## config.mk

```make
export PLATFORM = sky130hd
export DESIGN_NAME = red_black_tree_table
export DESIGN_NICKNAME = d
export VERILOG_FILES = /design/src/rtl/rbt_pkg.sv /design/src/rtl/rbt_ram.sv /design/src/rtl/rbt_ctrl.sv /design/src/rtl/rbt_datapath.sv /design/src/rtl/red_black_tree_table.sv
export SDC_FILE = /design/constraint.sdc
export NUM_CORES = 2
export LEC_CHECK = 0
export ABC_AREA = 0
export BUFFER_PORTS_ARGS = -buffer_cell sky130_fd_sc_hd__buf_2
export CORE_ASPECT_RATIO = 1.4
export CORE_MARGIN = 2
export CORE_UTILIZATION = 30
export CTS_CLUSTER_DIAMETER = 120
export CTS_CLUSTER_SIZE = 14
export DETAILED_ROUTE_END_ITERATION = 7
export PLACE_DENSITY = 0.52
export SLEW_MARGIN = 20
export SYNTH_ARGS = -nofsm -noshare
export SYNTH_HDL_FRONTEND = slang
export SYNTH_SLANG_ARGS = --single-unit
```

## constraint.sdc

```tcl
create_clock -name aclk -period 12.55 [get_ports aclk]
set_input_delay 0 -clock aclk [delete_from_list [all_inputs] [get_ports aclk]]
set_output_delay 0 -clock aclk [all_outputs]
set_load 0.01 [all_outputs]
```

## src/rtl/rbt_pkg.sv

```systemverilog
// Shared types and constants of the red-black tree table.
// Used by the controller, the datapath and the top level; depends on nothing.
`default_nettype none

package rbt_pkg;

    localparam int KEY_W      = 32;
    localparam int COUNT_W    = 7;
    localparam int OP_W       = 2;
    localparam int M_TDATA_W  = 112;

    typedef enum logic [OP_W-1:0] {
        OP_INSERT = 2'd0,
        OP_SEARCH = 2'd1,
        OP_DUMP   = 2'd2
    } op_t;

    typedef enum logic [5:0] {
        ST_IDLE,
        ST_INS,
        ST_DESC,
        ST_DESC_W,
        ST_LINK,
        ST_F0,
        ST_F1,
        ST_F2,
        ST_F3,
        ST_F4,
        ST_C1A,
        ST_C1B,
        ST_C1C,
        ST_C3A,
        ST_C3B,
        ST_R0,
        ST_R1,
        ST_R2,
        ST_R3,
        ST_R4,
        ST_R5,
        ST_FIN,
        ST_EMIT_F,
        ST_SCAN,
        ST_SCAN_W,
        ST_DUMP0,
        ST_DL,
        ST_DLW,
        ST_DP,
        ST_DK,
        ST_EMIT_D
    } state_t;

    typedef struct packed {
        state_t step;
        logic   accept;
        logic   emit;
    } cmd_t;

    typedef struct packed {
        logic full;
        logic empty;
        logic cur_null;
        logic link_null;
        logic red_bit;
        logic u_red;
        logic z_side;
        logic y_null;
        logic scan_done;
        logic dump_last;
        logic out_free;
    } stat_t;

endpackage

`default_nettype wire

```

## src/rtl/rbt_ram.sv

```systemverilog
// Generic single-write, single-read RAM with a registered read port.
// Used for every node field and for the in-order walk stack; no dependencies.
`default_nettype none

module rbt_ram #(
    parameter int WIDTH = 8,
    parameter int DEPTH = 32
) (
    input  wire logic                     aclk,
    input  wire logic                     we,
    input  wire logic [$clog2(DEPTH)-1:0] waddr,
    input  wire logic [WIDTH-1:0]         wdata,
    input  wire logic [$clog2(DEPTH)-1:0] raddr,
    output logic      [WIDTH-1:0]         rdata
);

    logic [WIDTH-1:0] mem [DEPTH];

    always_ff @(posedge aclk) begin
        if (we) begin
            mem[waddr] <= wdata;
        end
        rdata <= mem[raddr];
    end

endmodule

`default_nettype wire

```

## src/rtl/rbt_ctrl.sv

```systemverilog
// Controller state machine: sequences insert, fix-up rotations, search and dump.
// Depends on rbt_pkg; drives the datapath through cmd_t and reads stat_t.
`default_nettype none

module rbt_ctrl (
    input  wire logic                    aclk,
    input  wire logic                    aresetn,
    input  wire logic                    s_tvalid,
    input  wire logic [rbt_pkg::OP_W-1:0] operation,
    input  wire rbt_pkg::stat_t          st,
    output logic                         s_tready,
    output rbt_pkg::cmd_t                cmd
);

    rbt_pkg::state_t state_reg, state_next;
    // Set while the first rotation of the zig-zag case runs.
    logic zig_reg, zig_next;
    rbt_pkg::state_t rot_ret;

    always_ff @(posedge aclk) begin
        if (!aresetn) begin
            state_reg <= rbt_pkg::ST_IDLE;
            zig_reg   <= 1'b0;
        end else begin
            state_reg <= state_next;
            zig_reg   <= zig_next;
        end
    end

    always_comb begin
        state_next = state_reg;
        zig_next   = zig_reg;
        s_tready   = 1'b0;
        cmd.step   = state_reg;
        cmd.accept = 1'b0;
        cmd.emit   = 1'b0;
        rot_ret    = zig_reg ? rbt_pkg::ST_C3A : rbt_pkg::ST_F0;
        case (state_reg)
            rbt_pkg::ST_IDLE: begin
                s_tready = 1'b1;
                if (s_tvalid) begin
                    cmd.accept = 1'b1;
                    case (operation)
                        rbt_pkg::OP_INSERT: state_next = rbt_pkg::ST_INS;
                        rbt_pkg::OP_SEARCH: state_next = rbt_pkg::ST_SCAN;
                        rbt_pkg::OP_DUMP:   state_next = rbt_pkg::ST_DUMP0;
                        default:            state_next = rbt_pkg::ST_IDLE;
                    endcase
                end
            end
            rbt_pkg::ST_INS:
                state_next = st.full ? rbt_pkg::ST_EMIT_F : rbt_pkg::ST_DESC;
            rbt_pkg::ST_DESC:
                state_next = st.cur_null ? rbt_pkg::ST_LINK : rbt_pkg::ST_DESC_W;
            rbt_pkg::ST_DESC_W: state_next = rbt_pkg::ST_DESC;
            rbt_pkg::ST_LINK:   state_next = rbt_pkg::ST_F0;
            rbt_pkg::ST_F0:     state_next = rbt_pkg::ST_F1;
            rbt_pkg::ST_F1:
                state_next = st.link_null ? rbt_pkg::ST_FIN : rbt_pkg::ST_F2;
            rbt_pkg::ST_F2:
                state_next = (!st.red_bit || st.link_null) ? rbt_pkg::ST_FIN
                                                           : rbt_pkg::ST_F3;
            rbt_pkg::ST_F3: state_next = rbt_pkg::ST_F4;
            rbt_pkg::ST_F4: begin
                if (st.u_red) begin
                    state_next = rbt_pkg::ST_C1A;
                end else if (st.z_side) begin
                    zig_next   = 1'b1;
                    state_next = rbt_pkg::ST_R0;
                end else begin
                    state_next = rbt_pkg::ST_C3A;
                end
            end
            rbt_pkg::ST_C1A: state_next = rbt_pkg::ST_C1B;
            rbt_pkg::ST_C1B: state_next = rbt_pkg::ST_C1C;
            rbt_pkg::ST_C1C: state_next = rbt_pkg::ST_F0;
            rbt_pkg::ST_C3A: state_next = rbt_pkg::ST_C3B;
            rbt_pkg::ST_C3B: begin
                zig_next   = 1'b0;
                state_next = rbt_pkg::ST_R0;
            end
            rbt_pkg::ST_R0: state_next = rbt_pkg::ST_R1;
            rbt_pkg::ST_R1: state_next = st.y_null ? rot_ret : rbt_pkg::ST_R2;
            rbt_pkg::ST_R2: state_next = rbt_pkg::ST_R3;
            rbt_pkg::ST_R3: state_next = rbt_pkg::ST_R4;
            rbt_pkg::ST_R4: state_next = rbt_pkg::ST_R5;
            rbt_pkg::ST_R5: state_next = rot_ret;
            rbt_pkg::ST_FIN: state_next = rbt_pkg::ST_EMIT_F;
            rbt_pkg::ST_EMIT_F: begin
                if (st.out_free) begin
                    cmd.emit   = 1'b1;
                    state_next = rbt_pkg::ST_IDLE;
                end
            end
            rbt_pkg::ST_SCAN:
                state_next = st.scan_done ? rbt_pkg::ST_EMIT_F : rbt_pkg::ST_SCAN_W;
            rbt_pkg::ST_SCAN_W: state_next = rbt_pkg::ST_SCAN;
            rbt_pkg::ST_DUMP0:
                state_next = st.empty ? rbt_pkg::ST_EMIT_F : rbt_pkg::ST_DL;
            rbt_pkg::ST_DL:
                state_next = st.cur_null ? rbt_pkg::ST_DP : rbt_pkg::ST_DLW;
            rbt_pkg::ST_DLW: state_next = rbt_pkg::ST_DL;
            rbt_pkg::ST_DP:  state_next = rbt_pkg::ST_DK;
            rbt_pkg::ST_DK:  state_next = rbt_pkg::ST_EMIT_D;
            rbt_pkg::ST_EMIT_D: begin
                if (st.out_free) begin
                    cmd.emit   = 1'b1;
                    state_next = st.dump_last ? rbt_pkg::ST_IDLE : rbt_pkg::ST_DL;
                end
            end
            default: state_next = rbt_pkg::ST_IDLE;
        endcase
    end

endmodule

`default_nettype wire

```

## src/rtl/rbt_datapath.sv

```systemverilog
// Datapath: node table RAMs, walk stack, tree registers and the result register.
// Depends on rbt_pkg and rbt_ram; steered step by step by rbt_ctrl.
`default_nettype none

module rbt_datapath #(
    parameter int CAPACITY = 32
) (
    input  wire logic                           aclk,
    input  wire logic                           aresetn,
    input  wire rbt_pkg::cmd_t                  cmd,
    input  wire logic [rbt_pkg::KEY_W-1:0]      key_in,
    input  wire logic                           m_tready,
    output rbt_pkg::stat_t                      st,
    output logic                                m_tvalid,
    output logic [rbt_pkg::M_TDATA_W-1:0]       m_tdata,
    output logic                                m_tuser,
    output logic                                m_tlast
);

    localparam int IDX_W  = $clog2(CAPACITY);
    localparam int LINK_W = IDX_W + 1;
    localparam int CNT_W  = $clog2(CAPACITY + 1);
    localparam int KW     = rbt_pkg::KEY_W;

    // A link with its top bit set is the null link.
    localparam logic [LINK_W-1:0] NIL = {1'b1, {IDX_W{1'b0}}};

    logic signed [KW-1:0] key_reg, min_reg, max_reg, dkey_reg;
    logic [LINK_W-1:0] z_reg, cur_reg, prev_reg, p_reg, g_reg, u_reg;
    logic [LINK_W-1:0] x_reg, y_reg, px_reg, c_reg, root_reg;
    logic go_right_reg, pl_reg, rdir_reg;
    logic [CNT_W-1:0] count_reg, scan_reg, n_reg, sp_reg;
    logic hit_reg, drop_reg, dval_reg, dlast_reg;
    logic out_valid_reg, out_user_reg, out_last_reg;
    logic [rbt_pkg::M_TDATA_W-1:0] out_data_reg;

    // RAM ports.
    logic [KW-1:0]     rd_key, key_wd;
    logic [LINK_W-1:0] rd_left, rd_right, rd_parent, rd_stack;
    logic [LINK_W-1:0] left_wd, right_wd, parent_wd, stack_wd;
    logic              rd_red, red_wd;
    logic key_we, left_we, right_we, parent_we, red_we, stack_we;
    logic [IDX_W-1:0] key_wa, left_wa, right_wa, parent_wa, red_wa, stack_wa;
    logic [IDX_W-1:0] key_ra, left_ra, right_ra, parent_ra, red_ra, stack_ra;

    logic [LINK_W-1:0] y_sel, u_sel, z_link;
    logic [CNT_W-1:0]  sp_dec;
    logic              out_free;
    logic signed [KW-1:0] min_out, max_out;

    assign y_sel    = rdir_reg ? rd_right : rd_left;
    assign u_sel    = (p_reg == rd_left) ? rd_right : rd_left;
    assign z_link   = LINK_W'(count_reg);
    assign sp_dec   = sp_reg - CNT_W'(1);
    assign out_free = !out_valid_reg || m_tready;
    assign min_out  = (count_reg == '0) ? '1 : min_reg;
    assign max_out  = (count_reg == '0) ? '1 : max_reg;

    assign st.full      = (count_reg == CNT_W'(CAPACITY));
    assign st.empty     = (count_reg == '0);
    assign st.cur_null  = cur_reg[IDX_W];
    assign st.link_null = rd_parent[IDX_W];
    assign st.red_bit   = rd_red;
    assign st.u_red     = !u_reg[IDX_W] && rd_red;
    assign st.z_side    = pl_reg ? (z_reg == rd_right) : (z_reg == rd_left);
    assign st.y_null    = y_sel[IDX_W];
    assign st.scan_done = (scan_reg == count_reg);
    assign st.dump_last = dlast_reg;
    assign st.out_free  = out_free;

    always_comb begin
        key_we = 1'b0;   key_wa = '0;    key_wd = key_reg;
        left_we = 1'b0;  left_wa = '0;   left_wd = NIL;
        right_we = 1'b0; right_wa = '0;  right_wd = NIL;
        parent_we = 1'b0; parent_wa = '0; parent_wd = NIL;
        red_we = 1'b0;   red_wa = '0;    red_wd = 1'b0;
        stack_we = 1'b0; stack_wa = sp_reg[IDX_W-1:0]; stack_wd = cur_reg;
        key_ra = cur_reg[IDX_W-1:0];
        left_ra = cur_reg[IDX_W-1:0];
        right_ra = cur_reg[IDX_W-1:0];
        parent_ra = z_reg[IDX_W-1:0];
        red_ra = rd_parent[IDX_W-1:0];
        stack_ra = sp_dec[IDX_W-1:0];
        case (cmd.step)
            rbt_pkg::ST_INS: begin
                key_we = !st.full;   key_wa = z_link[IDX_W-1:0];
                left_we = !st.full;  left_wa = z_link[IDX_W-1:0];
                right_we = !st.full; right_wa = z_link[IDX_W-1:0];
                red_we = !st.full;   red_wa = z_link[IDX_W-1:0]; red_wd = 1'b1;
            end
            rbt_pkg::ST_LINK: begin
                parent_we = 1'b1; parent_wa = z_reg[IDX_W-1:0]; parent_wd = prev_reg;
                left_wa = prev_reg[IDX_W-1:0];  left_wd = z_reg;
                right_wa = prev_reg[IDX_W-1:0]; right_wd = z_reg;
                left_we = !prev_reg[IDX_W] && !go_right_reg;
                right_we = !prev_reg[IDX_W] && go_right_reg;
            end
            rbt_pkg::ST_F1: begin
                // Fetch the grandparent while the parent's color is read.
                parent_ra = rd_parent[IDX_W-1:0];
            end
            rbt_pkg::ST_F2: begin
                left_ra = rd_parent[IDX_W-1:0];
                right_ra = rd_parent[IDX_W-1:0];
            end
            rbt_pkg::ST_F3: begin
                left_ra = p_reg[IDX_W-1:0];
                right_ra = p_reg[IDX_W-1:0];
                red_ra = u_sel[IDX_W-1:0];
            end
            rbt_pkg::ST_C1A: begin
                red_we = 1'b1; red_wa = p_reg[IDX_W-1:0];
            end
            rbt_pkg::ST_C1B: begin
                red_we = 1'b1; red_wa = u_reg[IDX_W-1:0];
            end
            rbt_pkg::ST_C1C: begin
                red_we = 1'b1; red_wa = g_reg[IDX_W-1:0]; red_wd = 1'b1;
            end
            rbt_pkg::ST_C3A: begin
                red_we = 1'b1; red_wa = p_reg[IDX_W-1:0];
            end
            rbt_pkg::ST_C3B: begin
                red_we = 1'b1; red_wa = g_reg[IDX_W-1:0]; red_wd = 1'b1;
            end
            rbt_pkg::ST_R0: begin
                left_ra = x_reg[IDX_W-1:0];
                right_ra = x_reg[IDX_W-1:0];
                parent_ra = x_reg[IDX_W-1:0];
            end
            rbt_pkg::ST_R1: begin
                left_ra = y_sel[IDX_W-1:0];
                right_ra = y_sel[IDX_W-1:0];
            end
            rbt_pkg::ST_R2: begin
                // The inner child of y moves across to x.
                left_wa = x_reg[IDX_W-1:0];  left_wd = rd_right;
                right_wa = x_reg[IDX_W-1:0]; right_wd = rd_left;
                left_we = !rdir_reg;
                right_we = rdir_reg;
                left_ra = px_reg[IDX_W-1:0];
            end
            rbt_pkg::ST_R3: begin
                parent_we = 1'b1; parent_wa = y_reg[IDX_W-1:0]; parent_wd = px_reg;
                left_wa = px_reg[IDX_W-1:0];  left_wd = y_reg;
                right_wa = px_reg[IDX_W-1:0]; right_wd = y_reg;
                left_we = !px_reg[IDX_W] && (rd_left == x_reg);
                right_we = !px_reg[IDX_W] && (rd_left != x_reg);
            end
            rbt_pkg::ST_R4: begin
                parent_we = !c_reg[IDX_W]; parent_wa = c_reg[IDX_W-1:0];
                parent_wd = x_reg;
                left_wa = y_reg[IDX_W-1:0];  left_wd = x_reg;
                right_wa = y_reg[IDX_W-1:0]; right_wd = x_reg;
                left_we = rdir_reg;
                right_we = !rdir_reg;
            end
            rbt_pkg::ST_R5: begin
                parent_we = 1'b1; parent_wa = x_reg[IDX_W-1:0]; parent_wd = y_reg;
            end
            rbt_pkg::ST_FIN: begin
                red_we = !root_reg[IDX_W]; red_wa = root_reg[IDX_W-1:0];
            end
            rbt_pkg::ST_SCAN: begin
                key_ra = scan_reg[IDX_W-1:0];
            end
            rbt_pkg::ST_DL: begin
                stack_we = !cur_reg[IDX_W];
            end
            rbt_pkg::ST_DP: begin
                key_ra = rd_stack[IDX_W-1:0];
                right_ra = rd_stack[IDX_W-1:0];
            end
            default: ;
        endcase
    end

    rbt_ram #(.WIDTH(KW), .DEPTH(CAPACITY)) u_key_ram (
        .aclk(aclk), .we(key_we), .waddr(key_wa), .wdata(key_wd),
        .raddr(key_ra), .rdata(rd_key)
    );
    rbt_ram #(.WIDTH(LINK_W), .DEPTH(CAPACITY)) u_left_ram (
        .aclk(aclk), .we(left_we), .waddr(left_wa), .wdata(left_wd),
        .raddr(left_ra), .rdata(rd_left)
    );
    rbt_ram #(.WIDTH(LINK_W), .DEPTH(CAPACITY)) u_right_ram (
        .aclk(aclk), .we(right_we), .waddr(right_wa), .wdata(right_wd),
        .raddr(right_ra), .rdata(rd_right)
    );
    rbt_ram #(.WIDTH(LINK_W), .DEPTH(CAPACITY)) u_parent_ram (
        .aclk(aclk), .we(parent_we), .waddr(parent_wa), .wdata(parent_wd),
        .raddr(parent_ra), .rdata(rd_parent)
    );
    rbt_ram #(.WIDTH(1), .DEPTH(CAPACITY)) u_red_ram (
        .aclk(aclk), .we(red_we), .waddr(red_wa), .wdata(red_wd),
        .raddr(red_ra), .rdata(rd_red)
    );
    rbt_ram #(.WIDTH(LINK_W), .DEPTH(CAPACITY)) u_stack_ram (
        .aclk(aclk), .we(stack_we), .waddr(stack_wa), .wdata(stack_wd),
        .raddr(stack_ra), .rdata(rd_stack)
    );

    // Control state: tree root, node count and the result handshake.
    always_ff @(posedge aclk) begin
        if (!aresetn) begin
            root_reg      <= NIL;
            count_reg     <= '0;
            out_valid_reg <= 1'b0;
        end else begin
            if (cmd.emit) begin
                out_valid_reg <= 1'b1;
            end else if (m_tready) begin
                out_valid_reg <= 1'b0;
            end
            if (cmd.step == rbt_pkg::ST_INS && !st.full) begin
                count_reg <= count_reg + CNT_W'(1);
            end
            if (cmd.step == rbt_pkg::ST_LINK && prev_reg[IDX_W]) begin
                root_reg <= z_reg;
            end
            if (cmd.step == rbt_pkg::ST_R3 && px_reg[IDX_W]) begin
                root_reg <= y_reg;
            end
        end
    end

    // Working registers of the current operation.
    always_ff @(posedge aclk) begin
        if (cmd.accept) begin
            key_reg   <= $signed(key_in);
            cur_reg   <= root_reg;
            prev_reg  <= NIL;
            scan_reg  <= '0;
            sp_reg    <= '0;
            n_reg     <= '0;
            hit_reg   <= 1'b0;
            drop_reg  <= 1'b0;
            dval_reg  <= 1'b0;
            dkey_reg  <= '0;
            dlast_reg <= 1'b1;
        end
        case (cmd.step)
            rbt_pkg::ST_INS: begin
                if (st.full) begin
                    drop_reg <= 1'b1;
                end else begin
                    z_reg <= z_link;
                    if (count_reg == '0 || key_reg < min_reg) min_reg <= key_reg;
                    if (count_reg == '0 || key_reg > max_reg) max_reg <= key_reg;
                end
            end
            rbt_pkg::ST_DESC_W: begin
                // Equal keys descend to the left.
                go_right_reg <= $signed(rd_key) < key_reg;
                prev_reg     <= cur_reg;
                cur_reg      <= ($signed(rd_key) < key_reg) ? rd_right : rd_left;
            end
            rbt_pkg::ST_F1: p_reg <= rd_parent;
            rbt_pkg::ST_F2: g_reg <= rd_parent;
            rbt_pkg::ST_F3: begin
                pl_reg <= (p_reg == rd_left);
                u_reg  <= u_sel;
            end
            rbt_pkg::ST_F4: begin
                if (!st.u_red && st.z_side) begin
                    z_reg    <= p_reg;
                    p_reg    <= z_reg;
                    x_reg    <= p_reg;
                    rdir_reg <= pl_reg;
                end
            end
            rbt_pkg::ST_C1C: z_reg <= g_reg;
            rbt_pkg::ST_C3B: begin
                x_reg    <= g_reg;
                rdir_reg <= !pl_reg;
            end
            rbt_pkg::ST_R1: begin
                y_reg  <= y_sel;
                px_reg <= rd_parent;
            end
            rbt_pkg::ST_R2: c_reg <= rdir_reg ? rd_left : rd_right;
            rbt_pkg::ST_SCAN: scan_reg <= scan_reg + CNT_W'(1);
            rbt_pkg::ST_SCAN_W: begin
                if ($signed(rd_key) == key_reg) hit_reg <= 1'b1;
            end
            rbt_pkg::ST_DL: begin
                if (cur_reg[IDX_W]) begin
                    sp_reg <= sp_dec;
                end else begin
                    sp_reg <= sp_reg + CNT_W'(1);
                end
            end
            rbt_pkg::ST_DLW: cur_reg <= rd_left;
            rbt_pkg::ST_DK: begin
                dkey_reg  <= $signed(rd_key);
                cur_reg   <= rd_right;
                dval_reg  <= 1'b1;
                dlast_reg <= (n_reg + CNT_W'(1) == count_reg);
                n_reg     <= n_reg + CNT_W'(1);
            end
            default: ;
        endcase
        if (cmd.emit) begin
            out_data_reg <= {7'b0, rbt_pkg::COUNT_W'(count_reg), max_out, min_out,
                             dkey_reg, drop_reg, hit_reg};
            out_user_reg <= dval_reg;
            out_last_reg <= dlast_reg;
        end
    end

    assign m_tvalid = out_valid_reg;
    assign m_tdata  = out_data_reg;
    assign m_tuser  = out_user_reg;
    assign m_tlast  = out_last_reg;

endmodule

`default_nettype wire

```

## src/rtl/red_black_tree_table.sv

```systemverilog
// Red-black tree table of signed 32-bit keys, top level.
// Depends on rbt_pkg, rbt_ctrl, rbt_datapath and rbt_ram.
//
// Input channel (s_): tuser carries the operation (insert, search, dump),
// tdata the key. Result channel (m_): tdata carries found, dropped, key_out,
// minimum, maximum and count; tuser flags a dump key; tlast ends the results
// of one input transaction. Insert and search give one result; a dump gives one
// result per stored key in ascending order, or one empty result.
// One item is worked on at a time; s_tready is high only when idle, even while
// the last result waits in the output register.
// Insert descends level by level through the registered node RAM reads, then
// recolors level by level or does a single or a double rotation as needed,
// and finishes by blackening the root; a dropped insert skips to its result.
// Search scans the live nodes in turn, comparing each key.
// Dump walks the tree in order through the stack and node RAM reads.
// Reset empties the tree at once; node RAMs are not cleared.
// When the receiver stalls, the block holds its result; a later operation runs
// on and waits in its emit state until the output register is free.
`default_nettype none

module red_black_tree_table #(
    parameter int CAPACITY = 32
) (
    input  wire logic          aclk,
    input  wire logic          aresetn,
    input  wire logic          s_tvalid,
    output logic               s_tready,
    input  wire logic [31:0]   s_tdata,   // key
    input  wire logic [1:0]    s_tuser,   // operation
    output logic               m_tvalid,
    input  wire logic          m_tready,
    // found, dropped, key_out, minimum, maximum, count, zero pad
    output logic [111:0]       m_tdata,
    output logic               m_tuser,   // item_valid
    output logic               m_tlast
);

    rbt_pkg::cmd_t  cmd;
    rbt_pkg::stat_t st;

    rbt_ctrl u_ctrl (
        .aclk      (aclk),
        .aresetn   (aresetn),
        .s_tvalid  (s_tvalid),
        .operation (s_tuser),
        .st        (st),
        .s_tready  (s_tready),
        .cmd       (cmd)
    );

    rbt_datapath #(.CAPACITY(CAPACITY)) u_datapath (
        .aclk     (aclk),
        .aresetn  (aresetn),
        .cmd      (cmd),
        .key_in   (s_tdata),
        .m_tready (m_tready),
        .st       (st),
        .m_tvalid (m_tvalid),
        .m_tdata  (m_tdata),
        .m_tuser  (m_tuser),
        .m_tlast  (m_tlast)
    );

endmodule

`default_nettype wire

```

==> results.toml <==
[placement]
placed_cells = 10653
placed_cell_area_sq_um = 95900
dpl.hpwl_microns = 158000
gp_congestion = 0.895
port_buffers = 145

[cells_and_area]
postLayoutCellArea_sq_um = 102000
drive_gt1_share_pct = 9.62
top_register = "u_datapath.u_key_ram.mem"
fillers = 29068
area_growth_pct = 12.6
final_cells = 11020
largest_reg_flops = 1024
final_nets = 7093

[power]
seqPwrFrac_pct = 43.2
switching_share_pct = 36.3
clkPwrFrac_pct = 24.6
p_per_area_nw_per_um2 = 213
p_int_mw = 13.8
switchingPower_mw = 7.85
power_mw = 21.6
peakVddDrop_mv = 0.162
leakagePower_nw = 35.2
combPwrFrac_pct = 32.2

[timing]
setup_viol_count_final = 0
hold_viol_final = 0
max_freq_mhz = 174
holdWs_ns = 0.177
period_share_pct = 45.9
worst_pin_slew_ns = 1.17
finalSetupTns_ns = 0
rsz0062_at_grt = "no"
min_period_ns = 5.76
relSlewSlack_pct = 22.0
slew_violations = 0
fin_worst_skew_ns = 0.0762

[floorplan]
die_y_microns = 653
die-area_sq_um = 306000
fp.coreArea_sq_um = 300000
fp-row-count = 238
io_pins = 154
start_util_pct = 30.1
die_x_microns = 468

[cts]
postCtsSetupBuffers = 0
clock_latency_ns = 0.88
cts_tree = "done"
max-clock-path-buffers = 4
cts.sinks = 2185
clkTransAtPathRegs_ns = 0.08
cts_buffers = 182
h-tree-depth = 4
cts-root-buf = "clkbuf_16"

[worst_setup_path]
path_class = "reg2reg"
worstPathArrival_ns = 6.56
end_kind = "flop"
path_max_fanout = 205
worstSetupStartpointType = "flop"
cp_data_required_time_ns = 13.35
r2r_slack_ns = 6.79

[global_route]
grt_pass1_vias = 55047
grtUsageTotal_pct = 17.3
antenna_found_initial = 13
grt_pass1_wl_microns = 390000
grt-ovfl-total = 0
grt_max_degree = 206

[routing]
drt_iter0_markers = 5750
drc = 0
drtAntennaViolNets = 0
routedWlPerCell_microns = 24.7
avgViaCountPerCell = 5.10
dr.pass1.iters = 8
vias = 56164
wl_microns = 272000

[synth]
yosysTopAreaCellShare_pct = 70.1
synth_cell_types = 95
synthTopCellsByArea = "edfxtp_1 70%, nand2_1 6.9%, nand3_1 4.5%, mux2i_1 2.4%, dfxtp_1 1.7%"
synthCells = 6786
ys.flop_type = "edfxtp_1"
async_flop_share_pct = 0
synth_seq_cells = 2185
yosys_warnings = 0
seq_area_frac_synth_pct = 71.8
synth_edf_count = 2107
syn_area_per_cell_sq_um = 13.3
synth_largest_area_cell = "edfxtp_1"
syn_area_sq_um = 90300

[outcome]
status = "complete, no violations"

[job]
drv_cap = 0

[min_path]
hold_path.class = "in2reg"
[path summary, 6_finish.rpt]
kind	to	startpoint	cells after the start
max	u_datapath.u_key_ram.rdata[8]	u_ctrl.state_reg[4]	11
min	u_ctrl.state_reg[3]	s_tuser[1]	8
max reg2reg	u_datapath.u_key_ram.rdata[8]	u_ctrl.state_reg[4]	11
min reg2reg	u_datapath.m_tdata[26]	u_datapath.dkey_reg[24]	0
[worst max-delay path: stages, from the launching register on]
cell and delay [ns]:
dfxtp_1 0.95, and2_2 0.94, a22oi_1 0.41, a221oi_4 0.30
buf_4 0.57, buf_12 0.69, buf_12 0.63, nand2_1 0.13
nand3_1 0.11, nand2_1 0.08, o211ai_1 0.27, and4_1 0.23
[layout by cell type, fill, tap and decap left out, drive strengths merged, types with 10 or more instances in the layout]
cell,count
a211oi,13
a21o,55
a21oi,49
a221o,10
a221oi,19
a22o,16
a22oi,60
a311oi,22
a31oi,27
a32oi,24
and2,17
and3,50
and4,37
buf,299
clkbuf,286
dfxtp,78
dlygate4sd3,71
edfxtp,2107
ha,107
inv,129
mux2,35
mux2i,221
mux4,60
nand2,1662
nand2b,18
nand3,811
nand3b,14
nand4,55
nor2,298
nor2b,18
nor3,21
o211ai,141
o21ai,38
or3,11
xnor2,24
xor2,28
[synthesized netlist by cell type (18+ instances only)]
cell         n
edfxtp_1  2107
nand2_1   1662
nand3_1    811
nor2_1     295
clkbuf_1   233
mux2i_1    220
o211ai_1   140
inv_1      124
buf_2      109
ha_1       107
dfxtp_1     78
mux4_2      60
a22oi_1     59
a21o_1      55
nand4_1     55
and3_1      50
a21oi_1     49
and4_1      37
mux2_2      32
o21ai_0     31
xor2_1      28
a31oi_1     27
buf_1       27
buf_4       26
a32oi_1     24
xnor2_1     24
a311oi_1    22
nor3_1      20
nand2b_1    18
nor2b_1     18
[logic make-up after synthesis]
family / synth area share (%)
fa+ha+maj: 1.49
xor+xnor: 0.504
buf+inv: 2.47
simple gates: 14.8
mux: 4.40
other cells: 0.00415
flops: 71.8
compound gates: 4.59
[routing by layer]
metal	part of all wire [%]	global-route usage, %
met5	0.0066	0
met4	3.3	5.38
met3	5.5	2.17
met2	51	30.6
met1	40	21.9
[through the flow]
step,utilization (%),worst slack (ns)
3_5_place_dp,32.0,6.83
5_1_grt,33.9,6.40
2_1_floorplan,-,3.53
6_report,33.9,6.79
3_3_place_gp,32.0,7.01
4_1_cts,33.9,6.78
[power groups by stage]
| stage | Sequential [mW] | Combinational, mW | Clock [mW] |
|---|---|---|---|
| after global routing | 9.36 | 7.57 | 5.69 |
| final | 9.35 | 6.96 | 5.32 |
| after global placement | 9.50 | 6.91 | 0 |
| after CTS | 9.34 | 7.03 | 5.45 |
| after detailed placement | 9.49 | 6.99 | 0 |
| after floorplan | 9.41 | 4.44 | 0 |
[timing repair]
action,in CTS,in global routing
gates resized for setup,0,0
hold buffers,71,0
endpoints found under the hold margin,60,0
[area by class of cell]
cell class	count	area [sq um]	area share, %
Inverter	125	469	0.461
Multi-Input combinational cell	4084	23700	23.3
Antenna cell	3	7.51	0.00738
Timing Repair Buffer	370	2640	2.60
Clock buffer	286	5010	4.93
Sequential cell	2185	64800	63.8
Clock inverter	7	76.3	0.0751
Tap cell	3960	4950	4.87
(Power assumes the default switching activity.)
